## src/hdl/rgbpd_pkg.sv

```systemverilog
// Shared types and constants for the RGB remote pulse decoder
`timescale 1ns / 1ps

package rgbpd_pkg;

   // Field widths
   localparam int WIDTH_W  = 16;
   localparam int COUNT_W  = 8;
   localparam int STATUS_W = 3;
   localparam int ID_W     = 16;
   localparam int CMD_W    = 8;
   localparam int BITCNT_W = 6;
   localparam int SHIFT_W  = 32;
   localparam int CSR_IDX_W = 3;
   localparam int CSR_DATA_W = 16;
   localparam int RSP_DATA_W = 32;

   // Data bits in a frame before the checksum bit
   localparam logic [BITCNT_W-1:0] DATA_BITS = 6'd32;
   // Byte 1 of the received word must be all ones
   localparam logic [SHIFT_W-1:0] CONST_MASK = 32'h0000_FF00;

   // Status codes
   typedef logic [STATUS_W-1:0] status_type;
   localparam status_type ST_OK        = 3'd0;
   localparam status_type ST_COUNT     = 3'd1;
   localparam status_type ST_NO_START  = 3'd2;
   localparam status_type ST_ORDER     = 3'd3;
   localparam status_type ST_NO_CHECK  = 3'd4;
   localparam status_type ST_STOP      = 3'd5;
   localparam status_type ST_CONST     = 3'd6;
   localparam status_type ST_PARITY    = 3'd7;

   // Register indexes
   typedef logic [CSR_IDX_W-1:0] csr_index_type;
   localparam csr_index_type REG_MIN_COUNT   = 3'd0;
   localparam csr_index_type REG_MAX_COUNT   = 3'd1;
   localparam csr_index_type REG_START_LOW   = 3'd2;
   localparam csr_index_type REG_START_HIGH  = 3'd3;
   localparam csr_index_type REG_ONE_LOW     = 3'd4;
   localparam csr_index_type REG_ONE_HIGH    = 3'd5;

   // Register reset values
   localparam logic [COUNT_W-1:0] MIN_COUNT_RST  = 8'd134;
   localparam logic [COUNT_W-1:0] MAX_COUNT_RST  = 8'd164;
   localparam logic [WIDTH_W-1:0] START_LOW_RST  = 16'd1200;
   localparam logic [WIDTH_W-1:0] START_HIGH_RST = 16'd1500;
   localparam logic [WIDTH_W-1:0] ONE_LOW_RST    = 16'd750;
   localparam logic [WIDTH_W-1:0] ONE_HIGH_RST   = 16'd1000;

endpackage

```

## src/hdl/rgb_remote_pulse_decoder_core.sv

```systemverilog
// RGB remote pulse decoder: frame decode from a stream of pulse widths
// Accepted requests are registered in the input stage, responses in the output stage.
// Throughput: one request per cycle; a last request waits while a response is stalled.
// Only a request marked last produces a response; others update frame state only.
// Synchronous reset clears frame state and both stages and restores register defaults.
`timescale 1ns / 1ps

module rgb_remote_pulse_decoder_core #(
   parameter int unsigned START_SEARCH_LIMIT = 100
) (
   input  logic        clock,
   input  logic        reset,
   // request channel
   input  logic        req_tvalid,
   output logic        req_tready,
   input  logic [15:0] req_tdata,   // [15:0] pulse_width
   input  logic        req_tlast,   // last_pulse
   // response channel
   output logic        rsp_tvalid,
   input  logic        rsp_tready,
   output logic [31:0] rsp_tdata,   // [2:0] status, [18:3] remote_id, [26:19] command_code
   // configuration
   input  logic        csr_we,
   input  logic [2:0]  csr_index,
   input  logic [15:0] csr_wdata
);

   localparam logic [rgbpd_pkg::COUNT_W-1:0] SEARCH_LIMIT =
      rgbpd_pkg::COUNT_W'(START_SEARCH_LIMIT);

   typedef enum logic [1:0] {
      PH_SEARCH,
      PH_BITS,
      PH_DONE
   } phase_type;

   // Configuration registers
   logic [rgbpd_pkg::COUNT_W-1:0] min_count_ff;
   logic [rgbpd_pkg::COUNT_W-1:0] max_count_ff;
   logic [rgbpd_pkg::WIDTH_W-1:0] start_low_ff;
   logic [rgbpd_pkg::WIDTH_W-1:0] start_high_ff;
   logic [rgbpd_pkg::WIDTH_W-1:0] one_low_ff;
   logic [rgbpd_pkg::WIDTH_W-1:0] one_high_ff;

   // Input stage
   logic                          item_valid_ff, item_valid_in;
   logic [rgbpd_pkg::WIDTH_W-1:0] item_width_ff;
   logic                          item_last_ff;

   // Frame state
   phase_type                      phase_ff, phase_in;
   logic [rgbpd_pkg::COUNT_W-1:0]  pulse_count_ff, pulse_count_in;
   logic [rgbpd_pkg::BITCNT_W-1:0] bit_count_ff, bit_count_in;
   logic [rgbpd_pkg::SHIFT_W-1:0]  shift_bits_ff, shift_bits_in;
   logic                           parity_ff, parity_in;
   logic                           half_zero_ff, half_zero_in;
   logic                           check_bit_ff, check_bit_in;
   rgbpd_pkg::status_type          error_ff, error_in;
   logic [rgbpd_pkg::WIDTH_W-1:0]  dly0_ff, dly0_in;
   logic [rgbpd_pkg::WIDTH_W-1:0]  dly1_ff, dly1_in;
   logic [rgbpd_pkg::WIDTH_W-1:0]  dly2_ff, dly2_in;

   // Output stage
   logic                          rsp_valid_ff, rsp_valid_in;
   rgbpd_pkg::status_type         rsp_status_ff, rsp_status_in;
   logic [rgbpd_pkg::ID_W-1:0]    rsp_id_ff, rsp_id_in;
   logic [rgbpd_pkg::CMD_W-1:0]   rsp_cmd_ff, rsp_cmd_in;

   // Handshake control
   logic slot_free;
   logic advance;
   logic load_rsp;

   // Decode scratch
   logic [rgbpd_pkg::COUNT_W-1:0] pulse_idx;
   logic                          is_long;
   logic                          finish;
   rgbpd_pkg::status_type         status;

   assign slot_free  = !rsp_valid_ff || rsp_tready;
   assign advance    = item_valid_ff && (!item_last_ff || slot_free);
   assign load_rsp   = advance && item_last_ff;
   assign req_tready = !reset && (!item_valid_ff || advance);

   assign item_valid_in = (req_tvalid && req_tready) || (item_valid_ff && !advance);

   assign rsp_tvalid = rsp_valid_ff;
   assign rsp_tdata  = {5'd0, rsp_cmd_ff, rsp_id_ff, rsp_status_ff};

   assign is_long = (dly2_ff > one_low_ff) && (dly2_ff < one_high_ff);

   // Per-pulse frame update and end-of-frame result
   always_comb begin
      phase_in       = phase_ff;
      pulse_count_in = pulse_count_ff;
      bit_count_in   = bit_count_ff;
      shift_bits_in  = shift_bits_ff;
      parity_in      = parity_ff;
      half_zero_in   = half_zero_ff;
      check_bit_in   = check_bit_ff;
      error_in       = error_ff;
      dly0_in        = dly0_ff;
      dly1_in        = dly1_ff;
      dly2_in        = dly2_ff;
      rsp_status_in  = rsp_status_ff;
      rsp_id_in      = rsp_id_ff;
      rsp_cmd_in     = rsp_cmd_ff;
      finish         = 1'b0;
      status         = rgbpd_pkg::ST_OK;
      pulse_idx      = '0;

      if (advance) begin
         // Saturating pulse count
         if (pulse_count_ff != {rgbpd_pkg::COUNT_W{1'b1}}) begin
            pulse_count_in = pulse_count_ff + 8'd1;
         end
         pulse_idx = pulse_count_in - 8'd3;

         // Decode the pulse three behind the newest one
         if (pulse_count_in >= 8'd4) begin
            case (phase_ff)
               PH_SEARCH: begin
                  if (dly2_ff > start_low_ff && dly2_ff < start_high_ff) begin
                     phase_in = PH_BITS;
                  end else if (pulse_idx > SEARCH_LIMIT) begin
                     error_in = rgbpd_pkg::ST_NO_START;
                     phase_in = PH_DONE;
                  end
               end
               PH_BITS: begin
                  if (is_long) begin
                     if (half_zero_ff) begin
                        error_in = rgbpd_pkg::ST_ORDER;
                        phase_in = PH_DONE;
                     end else if (bit_count_ff < rgbpd_pkg::DATA_BITS) begin
                        shift_bits_in = {shift_bits_ff[rgbpd_pkg::SHIFT_W-2:0], 1'b1};
                        bit_count_in  = bit_count_ff + 6'd1;
                     end else begin
                        check_bit_in = 1'b1;
                        finish       = 1'b1;
                     end
                  end else if (!half_zero_ff) begin
                     half_zero_in = 1'b1;
                  end else begin
                     half_zero_in = 1'b0;
                     if (bit_count_ff < rgbpd_pkg::DATA_BITS) begin
                        shift_bits_in = {shift_bits_ff[rgbpd_pkg::SHIFT_W-2:0], 1'b0};
                        parity_in     = !parity_ff;
                        bit_count_in  = bit_count_ff + 6'd1;
                     end else begin
                        check_bit_in = 1'b0;
                        finish       = 1'b1;
                     end
                  end
               end
               default: begin
               end
            endcase

            // Checksum bit taken: check stop pulse, constant byte, parity
            if (finish) begin
               phase_in = PH_DONE;
               if (dly0_ff < start_low_ff || dly0_ff > start_high_ff) begin
                  error_in = rgbpd_pkg::ST_STOP;
               end else if ((shift_bits_ff & rgbpd_pkg::CONST_MASK) !=
                            rgbpd_pkg::CONST_MASK) begin
                  error_in = rgbpd_pkg::ST_CONST;
               end else if (parity_ff != check_bit_in) begin
                  error_in = rgbpd_pkg::ST_PARITY;
               end else begin
                  error_in = rgbpd_pkg::ST_OK;
               end
            end
         end

         // Advance the delay line
         dly2_in = dly1_ff;
         dly1_in = dly0_ff;
         dly0_in = item_width_ff;

         // Last pulse: form the response and clear the frame
         if (item_last_ff) begin
            if (pulse_count_in < min_count_ff || pulse_count_in > max_count_ff) begin
               status = rgbpd_pkg::ST_COUNT;
            end else if (phase_in == PH_SEARCH) begin
               status = rgbpd_pkg::ST_NO_START;
            end else if (phase_in == PH_BITS) begin
               status = rgbpd_pkg::ST_NO_CHECK;
            end else begin
               status = error_in;
            end
            rsp_status_in = status;
            if (status == rgbpd_pkg::ST_OK) begin
               rsp_id_in  = shift_bits_in[rgbpd_pkg::SHIFT_W-1:rgbpd_pkg::SHIFT_W-rgbpd_pkg::ID_W];
               rsp_cmd_in = shift_bits_in[rgbpd_pkg::CMD_W-1:0];
            end else begin
               rsp_id_in  = '0;
               rsp_cmd_in = '0;
            end
            phase_in       = PH_SEARCH;
            pulse_count_in = '0;
            bit_count_in   = '0;
            shift_bits_in  = '0;
            parity_in      = 1'b0;
            half_zero_in   = 1'b0;
            check_bit_in   = 1'b0;
            error_in       = rgbpd_pkg::ST_OK;
            dly0_in        = '0;
            dly1_in        = '0;
            dly2_in        = '0;
         end
      end
   end

   assign rsp_valid_in = load_rsp || (rsp_valid_ff && !rsp_tready);

   // Hold state, configuration and both stages
   always_ff @(posedge clock) begin
      if (reset) begin
         min_count_ff   <= rgbpd_pkg::MIN_COUNT_RST;
         max_count_ff   <= rgbpd_pkg::MAX_COUNT_RST;
         start_low_ff   <= rgbpd_pkg::START_LOW_RST;
         start_high_ff  <= rgbpd_pkg::START_HIGH_RST;
         one_low_ff     <= rgbpd_pkg::ONE_LOW_RST;
         one_high_ff    <= rgbpd_pkg::ONE_HIGH_RST;
         item_valid_ff  <= 1'b0;
         rsp_valid_ff   <= 1'b0;
         phase_ff       <= PH_SEARCH;
         pulse_count_ff <= '0;
         bit_count_ff   <= '0;
         shift_bits_ff  <= '0;
         parity_ff      <= 1'b0;
         half_zero_ff   <= 1'b0;
         check_bit_ff   <= 1'b0;
         error_ff       <= rgbpd_pkg::ST_OK;
         dly0_ff        <= '0;
         dly1_ff        <= '0;
         dly2_ff        <= '0;
      end else begin
         // Register writes; unknown indexes drop
         if (csr_we) begin
            case (csr_index)
               rgbpd_pkg::REG_MIN_COUNT:  min_count_ff  <= csr_wdata[rgbpd_pkg::COUNT_W-1:0];
               rgbpd_pkg::REG_MAX_COUNT:  max_count_ff  <= csr_wdata[rgbpd_pkg::COUNT_W-1:0];
               rgbpd_pkg::REG_START_LOW:  start_low_ff  <= csr_wdata;
               rgbpd_pkg::REG_START_HIGH: start_high_ff <= csr_wdata;
               rgbpd_pkg::REG_ONE_LOW:    one_low_ff    <= csr_wdata;
               rgbpd_pkg::REG_ONE_HIGH:   one_high_ff   <= csr_wdata;
               default: begin
               end
            endcase
         end
         item_valid_ff  <= item_valid_in;
         rsp_valid_ff   <= rsp_valid_in;
         phase_ff       <= phase_in;
         pulse_count_ff <= pulse_count_in;
         bit_count_ff   <= bit_count_in;
         shift_bits_ff  <= shift_bits_in;
         parity_ff      <= parity_in;
         half_zero_ff   <= half_zero_in;
         check_bit_ff   <= check_bit_in;
         error_ff       <= error_in;
         dly0_ff        <= dly0_in;
         dly1_ff        <= dly1_in;
         dly2_ff        <= dly2_in;
      end

      // Capture an accepted request
      if (req_tvalid && req_tready) begin
         item_width_ff <= req_tdata;
         item_last_ff  <= req_tlast;
      end

      // Load the response payload
      if (load_rsp) begin
         rsp_status_ff <= rsp_status_in;
         rsp_id_ff     <= rsp_id_in;
         rsp_cmd_ff    <= rsp_cmd_in;
      end
   end

endmodule

```

## config.mk

```make
export PLATFORM = sky130hd
export DESIGN_NAME = rgb_remote_pulse_decoder_core
export DESIGN_NICKNAME = d
export VERILOG_FILES = /design/src/hdl/rgbpd_pkg.sv /design/src/hdl/rgb_remote_pulse_decoder_core.sv
export SDC_FILE = /design/constraint.sdc
export NUM_CORES = 1
export LEC_CHECK = 0
export BUFFER_PORTS_ARGS = -buffer_cell sky130_fd_sc_hd__clkbuf_2
export CAP_MARGIN = 30
export CORE_MARGIN = 1.5
export CORE_UTILIZATION = 43
export CTS_CLUSTER_DIAMETER = 150
export DETAILED_ROUTE_END_ITERATION = 8
export HOLD_SLACK_MARGIN = 0.08
export PLACE_DENSITY_LB_ADDON = 0.12
export SYNTH_ARGS = -nofsm -noshare
export SYNTH_HDL_FRONTEND = slang
export SYNTH_SLANG_ARGS = --single-unit
export TNS_END_PERCENT = 100
```

## constraint.sdc

```tcl
create_clock -name clock -period 10.25 [get_ports clock]
set_clock_uncertainty 0.1 [all_clocks]
set_input_delay 1.025 -clock clock [delete_from_list [all_inputs] [get_ports clock]]
set_output_delay 1.025 -clock clock [all_outputs]
set_load 0.1 [all_outputs]
```

---- After elaboration in Yosys (flattened, before gate mapping) ----
Cells that the tools add are included.
W data, S select, Z words.
storage, ports and cells
  register bits ........................... 228
  bits of input ports ..................... 41
  logic and storage cells ................. 170
cells by class
  add/subtract/negate cells ............... 3
  $lt $le $gt $ge ......................... 11
  eq/ne operators ......................... 12
  mux-type cells .......................... 74
  reduce and logical (&&, ||, !) cells .... 45
operator list
  cell                   number
  $mux W32               8
  $gt A16 B16 Y1         3
  $lt A16 B16 Y1         3
  $mux W16               3
  $mux W3                15
  $mux W6                7
  $mux W1                28
  $mux W8                3
  $mux W2                8
  $ne A8 B8 Y1 const B   2
  $reduce_and A2 Y1      7
  $reduce_bool A3 Y1     3
  $add A8 B1 Y8 const B  1
  $ge A8 B3 Y1 const B   1
  $gt A8 B7 Y1 const B   1
  $gt A8 B8 Y1           1
  $logic_and A1 B1 Y1    8
  $lt A8 B8 Y1           1
  $reduce_bool A2 Y1     4
  $sub A8 B2 Y8 const B  1
  $logic_not A1 Y1       7
  $logic_or A1 B1 Y1     7
  $reduce_and A7 Y1      1
  $add A6 B1 Y6 const B  1
  other kinds (16)       21

---- Logic depth before layout (Yosys ltp) ----
  word-level depth ........................ 20
  depth in mapped cells ................... 16

---- Worst setup path after synthesis ----
Ideal clock, no wire load.
  path type ............................... input to output
  from .................................... input port rsp_tready
  to ...................................... output port req_tready
  data arrival time ....................... 2.530 ns
  data required time ...................... 9.125 ns
  setup slack ............................. 6.595 ns
  stages .................................. 3
  path buffers ............................ 0
  path through ............................ nor2b_1 -> and3_1 -> nor2_1
between the ends
  cells in the longest elaborated chain, start to end .. 5
RTL lines
  element              line                                 text
  start: declaration   rgb_remote_pulse_decoder_core.sv:20  input logic rsp_tready,
  $logic_or A1 B1 Y1   rgb_remote_pulse_decoder_core.sv:80  assign slot_free = !rsp_valid_ff || rsp_tready;
  $logic_or A1 B1 Y1   rgb_remote_pulse_decoder_core.sv:81  assign advance = item_valid_ff && (!item_last_ff || slot_free);
  $logic_and A1 B1 Y1  rgb_remote_pulse_decoder_core.sv:81
  $logic_or A1 B1 Y1   rgb_remote_pulse_decoder_core.sv:83  assign req_tready = !reset && (!item_valid_ff || advance);
  $logic_and A1 B1 Y1  rgb_remote_pulse_decoder_core.sv:83
  end: declaration     rgb_remote_pulse_decoder_core.sv:15  output logic req_tready,
Every way passes these cells.

---- Final worst setup path ----
  from .................................... register pulse_count_ff[0] in the netlist's numbering
  to ...................................... register rsp_cmd_ff[6] in the netlist's numbering, data pin
between the ends
  cells in the longest elaborated chain, start to end .. 18
  elaborated cells on any way between the ends .. 30
  classes of those cells .................. add/sub: 2; order compare: 4; eq/ne: 2; mux: 19; reduce/logical: 3
RTL lines
  element                                        line                                                                        text
  start: declaration                             rgb_remote_pulse_decoder_core.sv:52                                         logic [rgbpd_pkg::COUNT_W-1:0] pulse_count_ff, pulse_count_in;
  start signal: assignment                       rgb_remote_pulse_decoder_core.sv:256                                        pulse_count_ff <= pulse_count_in;
  $add A8 B1 Y8 or $ne A8 B8 Y1 (tied branches)  rgb_remote_pulse_decoder_core.sv:115, rgb_remote_pulse_decoder_core.sv:114
  $mux W8 (*)                                    rgb_remote_pulse_decoder_core.sv:114                                        if (pulse_count_ff != {rgbpd_pkg::COUNT_W{1'b1}}) begin
  $mux W8 (*)                                    rgb_remote_pulse_decoder_core.sv:112                                        if (advance) begin
  $sub A8 B2 Y8                                  rgb_remote_pulse_decoder_core.sv:117                                        pulse_idx = pulse_count_in - 8'd3;
  $gt A8 B7 Y1                                   rgb_remote_pulse_decoder_core.sv:125                                        end else if (pulse_idx > SEARCH_LIMIT) begin
  $mux W2                                        rgb_remote_pulse_decoder_core.sv:125
  $mux W2                                        rgb_remote_pulse_decoder_core.sv:123                                        if (dly2_ff > start_low_ff && dly2_ff < start_high_ff) begin
  $pmux W2 S2                                    rgb_remote_pulse_decoder_core.sv:121                                        case (phase_ff)
  (+2 left out)                                  -
  $mux W2                                        rgb_remote_pulse_decoder_core.sv:112
  $eq A2 B1 Y1                                   rgb_remote_pulse_decoder_core.sv:187                                        end else if (phase_in == PH_BITS) begin
  $mux W3                                        rgb_remote_pulse_decoder_core.sv:187
  $mux W3                                        rgb_remote_pulse_decoder_core.sv:185                                        end else if (phase_in == PH_SEARCH) begin
  $mux W3                                        rgb_remote_pulse_decoder_core.sv:183                                        if (pulse_count_in < min_count_ff || pulse_count_in > max_count_ff) begin
  $mux W3                                        rgb_remote_pulse_decoder_core.sv:182                                        if (item_last_ff) begin
  $mux W3                                        rgb_remote_pulse_decoder_core.sv:112
  $logic_not A3 Y1                               rgb_remote_pulse_decoder_core.sv:193                                        if (status == rgbpd_pkg::ST_OK) begin
  end signal: assignment                         rgb_remote_pulse_decoder_core.sv:278                                        rsp_cmd_ff <= rsp_cmd_in;
  end: declaration                               rgb_remote_pulse_decoder_core.sv:67                                         logic [rgbpd_pkg::CMD_W-1:0] rsp_cmd_ff, rsp_cmd_in;
Mark *: on every way between the ends. The rest lies on a longest branch, timed or not. The select of a mux whose other input is x is not followed.
A chain may end at the register's enable or synchronous reset.

==> run summary <==
initial antenna violation count = 0
post-route setup TNS = 0 ps
run status = completed
wire length per cell = 16.7 um
synth unique cells = 75
post-layout util = 0.488
FP Rows = 60
Area growth, synth to finish = 11.5%
IO Pins = 75
Setup CP Type = reg -> reg
die area = 28300 um^2
CTS sink cnt = 228
Reg2Reg Setup Slack = 5970 ps
Tmin final = 4280 ps
CTS Buf Count = 26
DRT antenna net count = 0
Die Height = 168 um
Initial Util = 0.437
Post-Route WL = 29100 um
top_reg_cell synth = dfxtp_1
Vias = 9566
vias in the first global route = 8979
Peak VDD IR = 0.0944 mV
Yosys reg bits = 228
post-route setup slack = 5970 ps
Power Dens Cells = 149 nW/um^2
grt ovf = 0
startpoint types = register
layout cell share with drive strength beyond 1 = 0.103
number of synthesized flops with an enable pin = 44
Max Slew Vio Count = 0
actual slew at the worst max-slew pin = 984 ps
worst hold path class = reg -> reg
drt pass-1 iters = 5
hold buffers post-CTS = 0
die width = 168 um
critical path capture point type = register
drc violations = 0
Critical Path Source = pulse_count_ff[0]
largest net degree at the start of global routing = 76
LEAKAGE = 5.38 nW
clock root buffer master = clkbuf_16
fin cells = 1747
H-tree depth = 1
Max Cap Viol = 0
post-CTS resize count = 0
Crit Path Max Fanout = 23
Post-CTS Setup Inserts = 0
FF-to-FF path depth = 14
Reg clk slew, reported paths = 60 ps
Avg Synthesized Cell Area = 8.66 um^2
fmax = 234 MHz
mapped cell area = 11800 um^2
async set or reset register ratio after synthesis = 0
CTS tree = yes
critical path arrival = 4540 ps
sequential share of the synthesized area = 0.426
FF-to-FF End = rsp_cmd_ff[6]
core area = 26900 um^2
Yosys top cell by area = dfxtp_1
# port buffers = 69
GP Congestion = 0.845
first-pass GRT wire length = 46900 um
WHS Endpoint = dly1_ff[9]
dpl ws = 5970 ps
Cells after Synth = 1358
Fin Hold WS = 351 ps
dpl hpwl = 20300 um
vias per cell = 5.48
setup repair after global routing missed its margin = no
Final Hold Fails = 0
relative slew slack = 0.344
initial DRC count = 669
Hold Path Stages = 2
fin crit share = 0.417
Inserted Diodes = 0
Synth area leaders = dfxtp_1 31%, ha_1 11%, edfxtp_1 11%
Total Routing Usage GR = 0.204
share of Yosys cell area claimed by the top area cell type = 0.313
clk_lat worst skew = 540 ps
# nets final = 1536
Warnings, synthesis = 0
Placed Instances = 1700
Clock Path Buffers = 3
origin of the critical flop-to-flop path = pulse_count_ff[0]
Hold Path Origin = dly1_ff[9]
FILL cells = 2631
Final setup violation count = 0
Worst EP required = 10510 ps
[report_power, final]
part	internal (mW)	leakage, nW	total [mW]	switching [mW]
combinational	0.0334	3.04	0.117	0.0839
clock	0.533	0.403	0.901	0.368
sequential	0.928	1.94	0.940	0.0117
[worst max-delay path by stage]
| stage | endpoint | slack (ps) | cells after the start |
|---|---|---|---|
| floorplan | req_tready | 6590 | 3 |
| global placement | rsp_cmd_ff[6] | 5960 | 14 |
| detailed placement | rsp_cmd_ff[6] | 5970 | 14 |
| CTS | rsp_cmd_ff[6] | 5920 | 14 |
| global route | rsp_cmd_ff[6] | 5540 | 14 |
| finish | rsp_cmd_ff[6] | 5970 | 14 |
[through the flow]
| stage | area (um^2) | power [mW] |
|---|---|---|
| floorplan | 11800 | 1.04 |
| global placement | 12200 | 1.07 |
| detailed placement | 12300 | 1.08 |
| CTS | 13100 | 1.98 |
| global route | 13100 | 2.03 |
| finish | 13100 | 1.96 |
[logic make-up after synthesis]
group                      after synthesis  share of synthesized area
AOI/OAI and AO/OA                      298                      0.162
DFF                                    228                      0.426
other                                    1                   0.000319
adders and majority gates              108                      0.115
and+or+nand+nor                        523                      0.211
muxes                                   27                     0.0232
buffers and inverters                  169                     0.0597
xor gates and xnor gates                 4                    0.00298
[cell usage in the layout, fill, tap and decap left out, drive strengths merged, types with 24 or more instances in the layout]
master    n
a21oi   140
nand3b   24
dfxtp   184
inv      87
nand2   227
a22oi    42
o21ai    29
clkbuf  107
ha      108
edfxtp   44
nor2     92
nand3    68
mux2i    25
nor3     37
[Yosys cell counts, drive strengths merged (3+ instances only)]
| cell type | count |
|---|---|
| a211oi | 7 |
| nand4 | 19 |
| a22oi | 42 |
| inv | 87 |
| a221oi | 3 |
| dfxtp | 184 |
| a21o | 13 |
| a2111oi | 3 |
| nand3 | 68 |
| a31oi | 7 |
| a2bb2oi | 4 |
| nor3 | 37 |
| or2 | 5 |
| xnor2 | 3 |
| nor2 | 92 |
| nand2b | 11 |
| a211o | 13 |
| edfxtp | 44 |
| nor2b | 8 |
| and3 | 8 |
| and4 | 6 |
| clkbuf | 58 |
| o21ai | 29 |
| nor4 | 6 |
| o22ai | 4 |
| o211ai | 7 |
| nand2 | 227 |
| a21oi | 140 |
| o21a | 7 |
| and2 | 4 |
| mux2i | 25 |
| nand3b | 24 |
| ha | 108 |
| buf | 23 |
[registers in the layout, summed over array words and instances, names as in the netlist, 2 cells and up]
name and count:
shift_bits_ff 32, dly0_ff 16, dly1_ff 16, dly2_ff 16
item_width_ff 16, one_high_ff 16, one_low_ff 16, rsp_id_ff 16
start_high_ff 16, start_low_ff 16, max_count_ff 8, min_count_ff 8
pulse_count_ff 8, rsp_cmd_ff 8, bit_count_ff 6, error_ff 3
rsp_status_ff 3, phase_ff 2
[critical path, cell delays in order, from the launching register on]
cell and delay [ps]:
dfxtp_1 520, ha_1 400, nand3_1 170, o21ai_0 270
nand2_1 150, ha_1 310, nor2b_1 130, o21a_1 160
o21a_1 150, o21ai_0 160, a221oi_1 110, a2111oi_0 400
o22ai_1 260, nand2b_2 510, nor3_1 290
[per-layer routing]
metal  track usage  wire length (um)  up-vias  part of all wire
li1              -                 -     4836                 -
met1         0.264             13400     4517              0.46
met2         0.360             14100      161              0.48
met3        0.0273               965       52             0.033
met4        0.0493               679        0             0.023
met5             0                 0        -                 0
[final cells by class]
class | instances | area (um^2) | area share
well taps | 341 | 427 | 0.0325
multi-input cells | 965 | 6080 | 0.464
flip-flops and latches | 228 | 5010 | 0.382
clock buffers | 39 | 761 | 0.0580
repair buffers | 78 | 448 | 0.0342
inverters | 88 | 330 | 0.0252
clock inverters | 8 | 60.1 | 0.00458
No activity file was read; power rests on OpenSTA's default activity.
